## src/hdl/rip_pkg.sv

```systemverilog
// Shared types and constants of the inventory frame parser.
package rip_pkg;

    localparam int TID_BYTES_DEF = 12;
    localparam int Q_DEPTH       = 4;

    localparam logic [2:0] KIND_EPC     = 3'd0;
    localparam logic [2:0] KIND_TID     = 3'd1;
    localparam logic [2:0] KIND_SUMMARY = 3'd2;
    localparam logic [2:0] KIND_TRUNC   = 3'd3;
    localparam logic [2:0] KIND_BADLEN  = 3'd4;

    typedef struct packed {
        logic [2:0]  kind;
        logic [7:0]  byte_value;
        logic [5:0]  byte_index;
        logic [7:0]  antenna_number;
        logic [7:0]  rssi_value;
        logic [31:0] phase_value;
        logic [23:0] freq_value;
        logic [5:0]  epc_length;
        logic        has_tid;
        logic        has_phase_freq;
        logic        last_tag;
        logic        run_last;
    } t_res;

    // one queue entry: the main result of a byte and a truncation marker behind it
    typedef struct packed {
        logic has_main;
        logic trunc;
        t_res res;
    } t_rec;

endpackage

```

## src/hdl/rfid_inventory_frame_parser.sv

```systemverilog
// Top level of the UHF inventory response parser.
//
// Input channel: one payload byte per word on i_data_byte, i_frame_end high on
// the final byte. A word is taken when push is high and full is low.
// Result channel: the oldest result word sits on the o_* ports while empty is
// low and is taken when pop is high. A byte makes zero, one or two words;
// o_run_last marks the last word of a byte.
// A byte is taken every cycle while the entry queue has room. Its first word
// passes through the entry queue and the output register before it shows on
// the result ports; a byte with a main and a truncation word shows them in turn.
// The emitter delivers one word per cycle unless the receiver stalls, so the
// four-entry queue between parser and emitter sets how far they drift apart.
// When the receiver stalls, the output register holds its word, the queue
// fills and full rises; bytes without results are still held off then.
// Synchronous reset returns the parser to waiting for a command byte and
// empties the queue and the output register.
module rfid_inventory_frame_parser #(
    parameter int TID_BYTES = rip_pkg::TID_BYTES_DEF
) (
    input  logic        i_clk,
    input  logic        i_rst_n,
    input  logic        push,
    output logic        full,
    input  logic [7:0]  i_data_byte,
    input  logic        i_frame_end,
    output logic        empty,
    input  logic        pop,
    output logic [2:0]  o_kind,
    output logic [7:0]  o_byte_value,
    output logic [5:0]  o_byte_index,
    output logic [7:0]  o_antenna_number,
    output logic [7:0]  o_rssi_value,
    output logic [31:0] o_phase_value,
    output logic [23:0] o_freq_value,
    output logic [5:0]  o_epc_length,
    output logic        o_has_tid,
    output logic        o_has_phase_freq,
    output logic        o_last_tag,
    output logic        o_run_last
);
    import rip_pkg::*;

    t_rec wr_rec, rd_rec;
    t_res res;
    logic wr_en, q_pop, q_full, q_empty;

    assign full = q_full;

    rip_parser #(
        .TID_BYTES(TID_BYTES)
    ) u_parser (
        .i_clk       (i_clk),
        .i_rst_n     (i_rst_n),
        .i_push      (push),
        .i_q_full    (q_full),
        .i_data_byte (i_data_byte),
        .i_frame_end (i_frame_end),
        .o_wr_en     (wr_en),
        .o_rec       (wr_rec)
    );

    rip_queue u_queue (
        .i_clk     (i_clk),
        .i_rst_n   (i_rst_n),
        .i_wr_en   (wr_en),
        .i_wr_data (wr_rec),
        .i_rd_en   (q_pop),
        .o_rd_data (rd_rec),
        .o_full    (q_full),
        .o_empty   (q_empty)
    );

    rip_emitter u_emitter (
        .i_clk     (i_clk),
        .i_rst_n   (i_rst_n),
        .i_rec     (rd_rec),
        .i_q_empty (q_empty),
        .o_q_pop   (q_pop),
        .i_pop     (pop),
        .o_empty   (empty),
        .o_res     (res)
    );

    assign o_kind           = res.kind;
    assign o_byte_value     = res.byte_value;
    assign o_byte_index     = res.byte_index;
    assign o_antenna_number = res.antenna_number;
    assign o_rssi_value     = res.rssi_value;
    assign o_phase_value    = res.phase_value;
    assign o_freq_value     = res.freq_value;
    assign o_epc_length     = res.epc_length;
    assign o_has_tid        = res.has_tid;
    assign o_has_phase_freq = res.has_phase_freq;
    assign o_last_tag       = res.last_tag;
    assign o_run_last       = res.run_last;

endmodule

```

## src/hdl/rip_parser.sv

```systemverilog
// Front end: byte-wise frame parser that classifies bytes into queue entries.
module rip_parser #(
    parameter int TID_BYTES = rip_pkg::TID_BYTES_DEF
) (
    input  logic          i_clk,
    input  logic          i_rst_n,
    input  logic          i_push,
    input  logic          i_q_full,
    input  logic [7:0]    i_data_byte,
    input  logic          i_frame_end,
    output logic          o_wr_en,
    output rip_pkg::t_rec o_rec
);
    import rip_pkg::*;

    localparam logic [5:0] TID_LEN = 6'(TID_BYTES);

    localparam logic [3:0] ST_CMD    = 4'd0;
    localparam logic [3:0] ST_STATUS = 4'd1;
    localparam logic [3:0] ST_ANT    = 4'd2;
    localparam logic [3:0] ST_COUNT  = 4'd3;
    localparam logic [3:0] ST_OPTION = 4'd4;
    localparam logic [3:0] ST_EPC    = 4'd5;
    localparam logic [3:0] ST_TID    = 4'd6;
    localparam logic [3:0] ST_RSSI   = 4'd7;
    localparam logic [3:0] ST_PHASE  = 4'd8;
    localparam logic [3:0] ST_FREQ   = 4'd9;
    localparam logic [3:0] ST_DONE   = 4'd10;

    logic [3:0]  r_stage, n_stage;
    logic        r_ignored, n_ignored;
    logic [7:0]  r_antenna, n_antenna;
    logic [7:0]  r_blocks, n_blocks;
    logic [5:0]  r_fcnt, n_fcnt;
    logic [5:0]  r_epc_len, n_epc_len;
    logic [1:0]  r_flags, n_flags;
    logic [7:0]  r_rssi, n_rssi;
    logic [31:0] r_phase_val, n_phase_val;
    logic [23:0] r_freq, n_freq;

    logic        accept;
    logic        has_main;
    logic        do_finish;
    logic        trunc;
    logic [2:0]  main_kind;
    logic [5:0]  len;
    logic [5:0]  cnt_inc;
    t_res        main;

    assign accept  = i_push && !i_q_full;
    assign len     = i_data_byte[5:0];
    assign cnt_inc = r_fcnt + 6'd1;

    always_comb begin
        n_stage     = r_stage;
        n_ignored   = r_ignored;
        n_antenna   = r_antenna;
        n_blocks    = r_blocks;
        n_fcnt      = r_fcnt;
        n_epc_len   = r_epc_len;
        n_flags     = r_flags;
        n_rssi      = r_rssi;
        n_phase_val = r_phase_val;
        n_freq      = r_freq;
        has_main    = 1'b0;
        do_finish   = 1'b0;
        main_kind   = KIND_EPC;

        if (!r_ignored) begin
            unique case (r_stage)
                ST_CMD: begin
                    if (i_data_byte == 8'h01) n_stage = ST_STATUS;
                    else n_ignored = 1'b1;
                end
                ST_STATUS: begin
                    if (i_data_byte == 8'h03) n_stage = ST_ANT;
                    else n_ignored = 1'b1;
                end
                ST_ANT: begin
                    n_antenna = i_data_byte;
                    n_stage   = ST_COUNT;
                end
                ST_COUNT: begin
                    n_blocks = i_data_byte;
                    n_stage  = (i_data_byte == 8'd0) ? ST_DONE : ST_OPTION;
                end
                ST_OPTION: begin
                    n_flags     = {i_data_byte[6], i_data_byte[7]};
                    n_phase_val = '0;
                    n_freq      = '0;
                    n_rssi      = '0;
                    n_fcnt      = '0;
                    if (i_data_byte[7] && len < TID_LEN) begin
                        n_epc_len = '0;
                        n_flags   = '0;
                        has_main  = 1'b1;
                        main_kind = KIND_BADLEN;
                        n_ignored = 1'b1;
                    end else begin
                        n_epc_len = i_data_byte[7] ? len - TID_LEN : len;
                        if (n_epc_len != 6'd0) n_stage = ST_EPC;
                        else n_stage = i_data_byte[7] ? ST_TID : ST_RSSI;
                    end
                end
                ST_EPC: begin
                    has_main  = 1'b1;
                    main_kind = KIND_EPC;
                    n_fcnt    = cnt_inc;
                    if (cnt_inc >= r_epc_len) begin
                        n_fcnt  = '0;
                        n_stage = r_flags[0] ? ST_TID : ST_RSSI;
                    end
                end
                ST_TID: begin
                    has_main  = 1'b1;
                    main_kind = KIND_TID;
                    n_fcnt    = cnt_inc;
                    if (cnt_inc >= TID_LEN) begin
                        n_fcnt  = '0;
                        n_stage = ST_RSSI;
                    end
                end
                ST_RSSI: begin
                    n_rssi = i_data_byte;
                    n_fcnt = '0;
                    if (r_flags[1]) n_stage = ST_PHASE;
                    else do_finish = 1'b1;
                end
                ST_PHASE: begin
                    n_phase_val = {r_phase_val[23:0], i_data_byte};
                    n_fcnt      = cnt_inc;
                    if (cnt_inc >= 6'd4) begin
                        n_fcnt  = '0;
                        n_stage = ST_FREQ;
                    end
                end
                ST_FREQ: begin
                    n_freq = {r_freq[15:0], i_data_byte};
                    n_fcnt = cnt_inc;
                    if (cnt_inc >= 6'd3) begin
                        n_fcnt    = '0;
                        do_finish = 1'b1;
                    end
                end
                default: ;
            endcase
        end

        if (do_finish) begin
            has_main  = 1'b1;
            main_kind = KIND_SUMMARY;
            n_blocks  = r_blocks - 8'd1;
            n_stage   = (n_blocks == 8'd0) ? ST_DONE : ST_OPTION;
        end

        main                = '0;
        main.kind           = main_kind;
        main.antenna_number = n_antenna;
        if (main_kind != KIND_BADLEN) begin
            main.epc_length     = n_epc_len;
            main.has_tid        = n_flags[0];
            main.has_phase_freq = n_flags[1];
        end
        if (main_kind == KIND_EPC || main_kind == KIND_TID) begin
            main.byte_value = i_data_byte;
            main.byte_index = r_fcnt;
        end
        if (main_kind == KIND_SUMMARY) begin
            main.rssi_value  = n_rssi;
            main.phase_value = n_phase_val;
            main.freq_value  = n_freq;
            main.last_tag    = (n_blocks == 8'd0);
        end

        // antenna, count or block bytes still expected when the frame closes
        trunc = i_frame_end && !n_ignored && n_stage >= ST_ANT && n_stage <= ST_FREQ;
        if (i_frame_end) begin
            n_stage   = ST_CMD;
            n_ignored = 1'b0;
            n_fcnt    = '0;
        end
    end

    assign o_wr_en      = accept && (has_main || trunc);
    assign o_rec.has_main = has_main;
    assign o_rec.trunc    = trunc;
    assign o_rec.res      = main;

    always_ff @(posedge i_clk) begin
        if (!i_rst_n) begin
            r_stage     <= ST_CMD;
            r_ignored   <= 1'b0;
            r_antenna   <= '0;
            r_blocks    <= '0;
            r_fcnt      <= '0;
            r_epc_len   <= '0;
            r_flags     <= '0;
            r_rssi      <= '0;
            r_phase_val <= '0;
            r_freq      <= '0;
        end else if (accept) begin
            r_stage     <= n_stage;
            r_ignored   <= n_ignored;
            r_antenna   <= n_antenna;
            r_blocks    <= n_blocks;
            r_fcnt      <= n_fcnt;
            r_epc_len   <= n_epc_len;
            r_flags     <= n_flags;
            r_rssi      <= n_rssi;
            r_phase_val <= n_phase_val;
            r_freq      <= n_freq;
        end
    end

endmodule

```

## src/hdl/rip_queue.sv

```systemverilog
// Short entry queue between the parser and the result emitter.
module rip_queue (
    input  logic          i_clk,
    input  logic          i_rst_n,
    input  logic          i_wr_en,
    input  rip_pkg::t_rec i_wr_data,
    input  logic          i_rd_en,
    output rip_pkg::t_rec o_rd_data,
    output logic          o_full,
    output logic          o_empty
);
    import rip_pkg::*;

    localparam int PW = (Q_DEPTH > 1) ? $clog2(Q_DEPTH) : 1;
    localparam int CW = $clog2(Q_DEPTH + 1);
    localparam logic [PW-1:0] LAST_PTR = PW'(Q_DEPTH - 1);
    localparam logic [CW-1:0] FULL_CNT = CW'(Q_DEPTH);
    localparam logic [PW-1:0] PTR_ONE  = PW'(1);
    localparam logic [CW-1:0] CNT_ONE  = CW'(1);

    t_rec          r_mem [Q_DEPTH];
    logic [PW-1:0] r_wr_ptr, r_rd_ptr;
    logic [CW-1:0] r_count;
    logic          wr, rd;

    assign o_full    = (r_count == FULL_CNT);
    assign o_empty   = (r_count == '0);
    assign wr        = i_wr_en && !o_full;
    assign rd        = i_rd_en && !o_empty;
    assign o_rd_data = r_mem[r_rd_ptr];

    always_ff @(posedge i_clk) begin
        if (wr) r_mem[r_wr_ptr] <= i_wr_data;
    end

    always_ff @(posedge i_clk) begin
        if (!i_rst_n) begin
            r_wr_ptr <= '0;
            r_rd_ptr <= '0;
            r_count  <= '0;
        end else begin
            if (wr) r_wr_ptr <= (r_wr_ptr == LAST_PTR) ? '0 : r_wr_ptr + PTR_ONE;
            if (rd) r_rd_ptr <= (r_rd_ptr == LAST_PTR) ? '0 : r_rd_ptr + PTR_ONE;
            if (wr && !rd) r_count <= r_count + CNT_ONE;
            else if (rd && !wr) r_count <= r_count - CNT_ONE;
        end
    end

endmodule

```

## src/hdl/rip_emitter.sv

```systemverilog
// Back end: expands queue entries into result words behind an output register.
module rip_emitter (
    input  logic          i_clk,
    input  logic          i_rst_n,
    input  rip_pkg::t_rec i_rec,
    input  logic          i_q_empty,
    output logic          o_q_pop,
    input  logic          i_pop,
    output logic          o_empty,
    output rip_pkg::t_res o_res
);
    import rip_pkg::*;

    t_res r_out, n_out;
    logic r_valid;
    logic r_sel, n_sel;
    logic load, step;

    assign load    = !r_valid || i_pop;
    assign step    = load && !i_q_empty;
    assign o_empty = !r_valid;
    assign o_res   = r_out;

    always_comb begin
        n_out   = r_out;
        n_sel   = r_sel;
        o_q_pop = 1'b0;
        if (step) begin
            if (!r_sel && i_rec.has_main) begin
                n_out          = i_rec.res;
                n_out.run_last = !i_rec.trunc;
                if (i_rec.trunc) n_sel = 1'b1;
                else o_q_pop = 1'b1;
            end else begin
                // truncation word follows the byte's main word, if any
                n_out                = '0;
                n_out.kind           = KIND_TRUNC;
                n_out.antenna_number = i_rec.res.antenna_number;
                n_out.run_last       = 1'b1;
                n_sel                = 1'b0;
                o_q_pop              = 1'b1;
            end
        end
    end

    always_ff @(posedge i_clk) begin
        if (step) r_out <= n_out;
    end

    always_ff @(posedge i_clk) begin
        if (!i_rst_n) begin
            r_valid <= 1'b0;
            r_sel   <= 1'b0;
        end else begin
            if (load) r_valid <= step;
            r_sel <= n_sel;
        end
    end

endmodule

```

## config.mk

```make
export PLATFORM = sky130hd
export DESIGN_NAME = rfid_inventory_frame_parser
export DESIGN_NICKNAME = d
export VERILOG_FILES = /design/src/hdl/rip_pkg.sv /design/src/hdl/rfid_inventory_frame_parser.sv /design/src/hdl/rip_parser.sv /design/src/hdl/rip_queue.sv /design/src/hdl/rip_emitter.sv
export SDC_FILE = /design/constraint.sdc
export NUM_CORES = 1
export LEC_CHECK = 0
export BUFFER_PORTS_ARGS = -buffer_cell sky130_fd_sc_hd__buf_4
export CORE_MARGIN = 8
export CORE_UTILIZATION = 30
export CTS_BUF_LIST = sky130_fd_sc_hd__clkbuf_4 sky130_fd_sc_hd__clkbuf_8 sky130_fd_sc_hd__clkbuf_16
export DETAILED_ROUTE_END_ITERATION = 10
export SLEW_MARGIN = 25
export SYNTH_ARGS = -nofsm -noshare
export SYNTH_HDL_FRONTEND = slang
export SYNTH_SLANG_ARGS = --single-unit
```

## constraint.sdc

```tcl
create_clock -name i_clk -period 9.05 [get_ports i_clk]
set_input_delay 0.4525 -clock i_clk [delete_from_list [all_inputs] [get_ports i_clk]]
set_output_delay 0.4525 -clock i_clk [all_outputs]
set_load 0.02 [all_outputs]
```

Word level (Yosys, flattened, before mapping) --
Memories as Yosys holds them, arrays and structs flattened. A register that Yosys moved wholly into a read port is not among the register bits. Cells that the tools add are included.
Word-level totals: register bits after elaboration 207, latch bits 0, memory bits (writable) 400, memory bits (read-only) 0, input port bits 13, output and inout port bits 101, logic and storage cells 172, memories kept 1
Cells by class: $add $sub $neg 7, multiply operators 0, divide/modulo/power cells 0, order comparisons 7, eq/ne operators 19, shift operators 0, mux-type cells 75, bitwise operators 0, reductions and logical operators 36
Memory list:
- u_queue.r_mem | words 4, bits a word 100, read ports 1, clocked after Yosys merged registers in 1, wr ports 1, RTL line rip_queue.sv:21 | t_rec r_mem [Q_DEPTH];
Operator list (count):
- $mux 64 | 1
- $pmux 32 s2 | 1
- $mux 6 | 10
- $mux 8 | 7
- $mux 4 | 13
- $pmux 24 s2 | 1
- $pmux 4 s9 | 1
- $mux 32 | 1
- $pmux 6 s5 | 1
- $logic_not 8->1 | 3
- $mux 24 | 1
- $mux 1 | 20
- $eq 4x3->1 const B | 4
- $pmux 8 s2 | 1
- $mux 3 | 5
- $mux 14 | 1
- $mux 2 | 7
- $logic_and 1x1->1 | 12
- $reduce_bool 6->1 | 2
- $eq 4x2->1 const B | 2
- $eq 4x4->1 const B | 2
- $eq 8x1->1 const B | 1
- $eq 8x2->1 const B | 1
- $logic_not 1->1 | 8
- other kinds (31) | 38

Depth between registers and ports, before layout --
depth after elaboration 18, depth in mapped cells 19, gate-level depth less buffers 17

By module --
Synthesis repeated with hierarchy kept, for this count alone.
Second synthesis, totals: cell total of the unflattened synthesis 1596, area, all modules 25035.3 um^2
By module, submodules not included:
- rip_queue | instances 1, cells each 578, area an instance 15051.9 um^2, sequential area each 12311.8 um^2
- rip_parser | instances 1, cells each 806, area an instance 6233.5 um^2, sequential area each 1981.9 um^2
- rip_emitter | instances 1, cells each 212, area an instance 3749.8 um^2, sequential area each 3012.9 um^2

Worst setup path before layout --
Ideal clock, no wire load.
kind input-to-reg, start input port pop, end register u_queue.r_count[2], setup time 0.076 ns, data arrival time 7.378 ns, required time 8.974 ns, setup slack 1.597 ns, stages on the path 9, path buffers 0, cell sequence inv_1 a21oi_1 nand2_1 ha_1 inv_1 fa_1 xor2_1 or3_1 a21boi_0
Between the ends: longest elaborated chain between the ends 7, elaborated cells on any way between the ends 9, those cells by class mux (2); reduce/logical (7)
RTL lines:
- start, declared | RTL line rfid_inventory_frame_parser.sv:27 | input logic pop,
- $logic_or 1x1->1 * | RTL line rip_emitter.sv:19 | assign load = !r_valid || i_pop;
- $logic_and 1x1->1 * | RTL line rip_emitter.sv:20 | assign step = load && !i_q_empty;
- via u_emitter.step | RTL line rip_emitter.sv:17 | logic load, step;
- $mux 1 * | RTL line rip_emitter.sv:28 | if (step) begin
- $logic_and 1x1->1 * | RTL line rip_queue.sv:29 | assign rd = i_rd_en && !o_empty;
- $logic_not 1->1 | RTL line rip_queue.sv:44 | if (wr && !rd) r_count <= r_count + CNT_ONE;
- $logic_and 1x1->1 | RTL line rip_queue.sv:44
- $mux 3 / $reduce_bool 2->1 (equally long branches)
- end signal, assigned | RTL line rip_queue.sv:44
- end signal, assigned | RTL line rip_queue.sv:45 | else if (rd && !wr) r_count <= r_count - CNT_ONE;
- end, declared | RTL line rip_queue.sv:23 | logic [CW-1:0] r_count;
Mark *: on every way through the listed nets, which the timed path passes. The rest lies on a longest branch. A chain may end at the register's enable or synchronous reset.

Worst setup path after layout --
start register u_parser.r_stage[2], end memory u_queue.r_mem[2][94] (netlist bit), enable pin
Between the ends: elaborated cells on any way between the ends 39, those cells by class order compare (2); eq/ne (9); mux (19); reduce/logical (9)
RTL lines:
- start, declared | RTL line rip_parser.sv:30 | logic [3:0] r_stage, n_stage;
- start signal, assigned | RTL line rip_parser.sv:202 | r_stage <= n_stage;
- $eq 4x3->1 | RTL line rip_parser.sv:70 | unique case (r_stage)
- $reduce_or 2->1 (no line)
- $pmux 1 s2 | RTL line rip_parser.sv:70
- $mux 1 | RTL line rip_parser.sv:69 | if (!r_ignored) begin
- $mux 1 * | RTL line rip_parser.sv:149 | if (do_finish) begin
- via u_parser.has_main | RTL line rip_parser.sv:42 | logic has_main;
- $logic_or 1x1->1 * | RTL line rip_parser.sv:184 | assign o_wr_en = accept && (has_main || trunc);
- $logic_and 1x1->1 * | RTL line rip_parser.sv:184
- $logic_and 1x1->1 * | RTL line rip_queue.sv:28 | assign wr = i_wr_en && !o_full;
- $mux 1 * | RTL line rip_queue.sv:33 | if (wr) r_mem[r_wr_ptr] <= i_wr_data;
- $mux 1 (not written as such) * | RTL line rip_queue.sv:33
- end, declared | RTL line rip_queue.sv:21
Marked as above.

==> impl_results.md <==
- Core area: 82000 sq um
- Critical Path RT: 9.27 ns
- Site Rows: 105
- Die width: 303 um
- Area of the multi-input gates: 7080 sq um
- Synthesized area: 24800 sq um
- Die area: 92000 sq um
- Pint: 5380 uW
- CTS Root Cell: clkbuf_16
- Avg Vias per Cell: 4.94
- Tcrit/Tclk final: 63.3%
- Number of distinct library cells after synthesis: 76
- Number of global-route vias before repair: 14381
- Ys async rst share: 0%
- Min-Delay Path Class: primary input to flop
- #FFs+latches synth: 609
- Total negative slack: 0 ns
- First-pass GRT wire length: 88.7 mm
- CP endpoint kind: flop
- Placed Cells: 2702
- Flop pwr share: 46.9%
- Post-Route WL: 57.5 mm
- DRT antenna net count: 0
- Vias: 13882
- Comb power frac: 19.1%
- Net Switching: 2040 uW
- Max Slew Vio Count: 0
- Nets: 1722
- Reg area: 17200 sq um
- Worst min-delay path startpoint: pop
- Starting Density: 30.2%
- Initial antenna violation count: 6
- Final instance area: 28800 sq um
- FMAX: 174 MHz
- Startpoint Class: flop
- Mapped Avg Cell Area: 15.4 sq um
- Die H: 303 um
- Post-DP HPWL: 36.6 mm
- Clk network pwr share: 34.0%
- Min Hold Slack: 0.159 ns
- GRT Total Usage: 12.3%
- Max Buffers Root-to-Sink: 3
- Clk slew on worst S/H paths: 0.07 ns
- CP Class: flop to flop
- Initial DRT Pass Iterations: 5
- Relative slew slack: 26.0%
- Synth-to-Final Area Change: 16.1%
- Status: completed
- RSZ-0062 raised after global routing: no
- Worst Skew: 0.0447 ns
- Crit-path max FO: 76
- Number of hold buffers added after cts: 0
- Fin cells: 2812
- Sequential share of the synthesized area: 69.4%
- Post-route DRC: 0
- Placed Area: 26700 sq um
- Worst-Skew Late Latency: 0.63 ns
- Minimum clock period: 5.73 ns
- Gate Count Post-Synth: 1613
- Fillcell total: 7807
- Syn. warnings: 0
- Worst IR Drop VDD: 0.143 mV
- PwrDens: 258 nW/um^2
- Total congestion overflow: 0
- Post-CTS Resized: 0
- Clock sinks: 609
- Post-synth EDFFs: 499
- Final setup viols: 0
- I/O pin total: 114
- # Post-CTS Setup Buffers: 0
- Initial drt markers: 1126
- TritonCTS clock tree: yes
- Final GP Congestion: 0.843
- H-tree Lvls: 2
- Max_cap viols: 0
- Port bufs: 113
- Leakage: 0.00956 uW
- Actual slew at the worst max-slew pin: 1.10 ns
- Post-synth top flop: edfxtp_1
- Layout cells sized above 1: 21.5%
- Wire length per cell: 20.4 um
- Post-Syn Nets: 1644
- Largest net degree at the start of global routing: 100
- Switch share: 27.4%
- Critical Path AT: 5.95 ns
- Cts bufs inserted: 57
- Crit path from: u_parser.r_stage[2]
- Worst r2r src: u_parser.r_stage[2]
- Final hold violations: 0
state kept, by name, indices dropped and copies added, names as in the netlist, 6 cells and up, named ones only:
register	cells
u_parser.r_epc_len	6
u_parser.r_fcnt	6
u_emitter.o_res	99
u_parser.r_phase_val	32
u_parser.r_freq	24
u_parser.r_rssi	8
u_queue.r_mem	400
u_parser.r_antenna	8
u_parser.r_blocks	8
synth_stat cells, types with 3 or more instances:
cell type,number,share of area (%)
a21boi_0,11,0.33
a21o_1,3,0.091
a21oi_1,21,0.42
a22oi_1,133,4.0
a31oi_1,5,0.13
and2_1,21,0.53
and3_1,90,2.3
buf_1,19,0.29
buf_2,3,0.061
clkbuf_1,91,1.4
dfxtp_1,110,8.9
edfxtp_1,499,60
ha_1,17,0.86
inv_1,25,0.38
mux2_2,5,0.23
mux2i_1,10,0.40
mux4_2,100,9.1
nand2_1,55,0.83
nand2b_1,7,0.18
nand3_1,16,0.32
nand4_1,6,0.15
nor2_1,124,1.9
nor2b_1,84,2.1
nor3_1,21,0.42
nor3b_1,12,0.36
nor4_1,5,0.13
o211ai_1,3,0.091
o21a_1,5,0.15
o21ai_0,29,0.59
o31ai_1,4,0.12
or2_2,6,0.15
or3_1,8,0.20
xnor2_1,3,0.11
xor2_1,4,0.14
power by group through the flow:
stage / Sequential [uW] / Clock (uW) / Combinational, uW
global route: 3520 / 2710 / 1540
detailed placement: 3550 / 0 / 1470
CTS: 3500 / 2590 / 1470
floorplan: 3830 / 0 / 597
global placement: 3550 / 0 / 1460
finish: 3480 / 2520 / 1420
cell type report:
type,instances,share of cell area (%)
Clock inverter,33,1.41
Tap cell,1070,4.65
Antenna cell,2,0.0174
Sequential cell,609,59.8
Timing Repair Buffer,136,3.56
Inverter,27,0.352
Clock buffer,75,5.62
Multi-Input combinational cell,860,24.6
routing by layer:
metal  vias up  track usage (%)  wire length, um
met5         -                0               41
met4         6             3.20             1120
met3        78             2.37             2820
met2       321             21.1            28500
met1      7062             16.0            25000
li1       6415                -                -
cell usage in the layout, fill, tap and decap left out, types with 4 or more instances in the layout:
master	n
edfxtp_1	499
buf_4	135
a22oi_1	133
nor2_1	121
dfxtp_1	108
mux4_2	100
and3_1	90
nor2b_1	83
clkbuf_16	57
nand2_1	55
o21ai_0	29
inv_1	25
a21oi_1	20
nor3_1	19
and2_1	17
ha_1	17
nand3_1	16
nor3b_1	12
a21boi_0	11
mux2i_1	10
clkinv_2	9
clkbuf_8	9
clkbuf_4	9
or3_1	8
clkinv_1	7
nand2b_1	7
or2_2	7
bufinv_16	7
nand4_1	6
mux2_2	5
a31oi_1	5
o21a_1	5
o31ai_1	4
nor4_1	4
xor2_1	4
and2_4	4
clkinvlp_4	4
final timing paths:
path,end,slack [ns],cells past startpoint
setup / recovery,u_queue.r_mem[2][94],3.32,11
hold / removal,u_emitter.r_valid,0.16,3
setup reg to reg,u_queue.r_mem[2][94],3.32,11
hold reg to reg,u_parser.r_epc_len[3],0.49,2
cells by family (layout without fill, tap and decap cells):
group           Yosys count  in the layout  share of synthesized area [%]
flops                   609            609                           69.4
other cells               0              2                              0
fa+ha+maj                18             18                          0.940
simple gates            470            470                           10.1
compound gates          250            250                           7.33
buf+inv                 144            271                           2.28
xor+xnor                  7              7                          0.248
mux                     115            115                           9.72
metrics by stage:
step | utilization (%) | worst slack (ns) | total power, uW
after floorplan | - | 1.60 | 4430
after global placement | 32.6 | 3.50 | 5010
after detailed placement | 32.6 | 3.37 | 5020
after CTS | 35.1 | 3.30 | 7560
after global routing | 35.1 | 2.87 | 7760
final | 35.1 | 3.32 | 7420
critical path, stage by stage (launching register included):
cell and delay [ns]:
dfxtp_1 0.69, nand2b_1 0.39, o31ai_1 0.35, nor4_1 0.13, or2_2 0.28, buf_4 0.36
inv_1 0.65, nor2_1 0.30, nand2_1 0.23, o21a_1 0.33, and2_4 0.84, buf_4 0.68
Note: power is estimated with default switching activity, not from simulation.
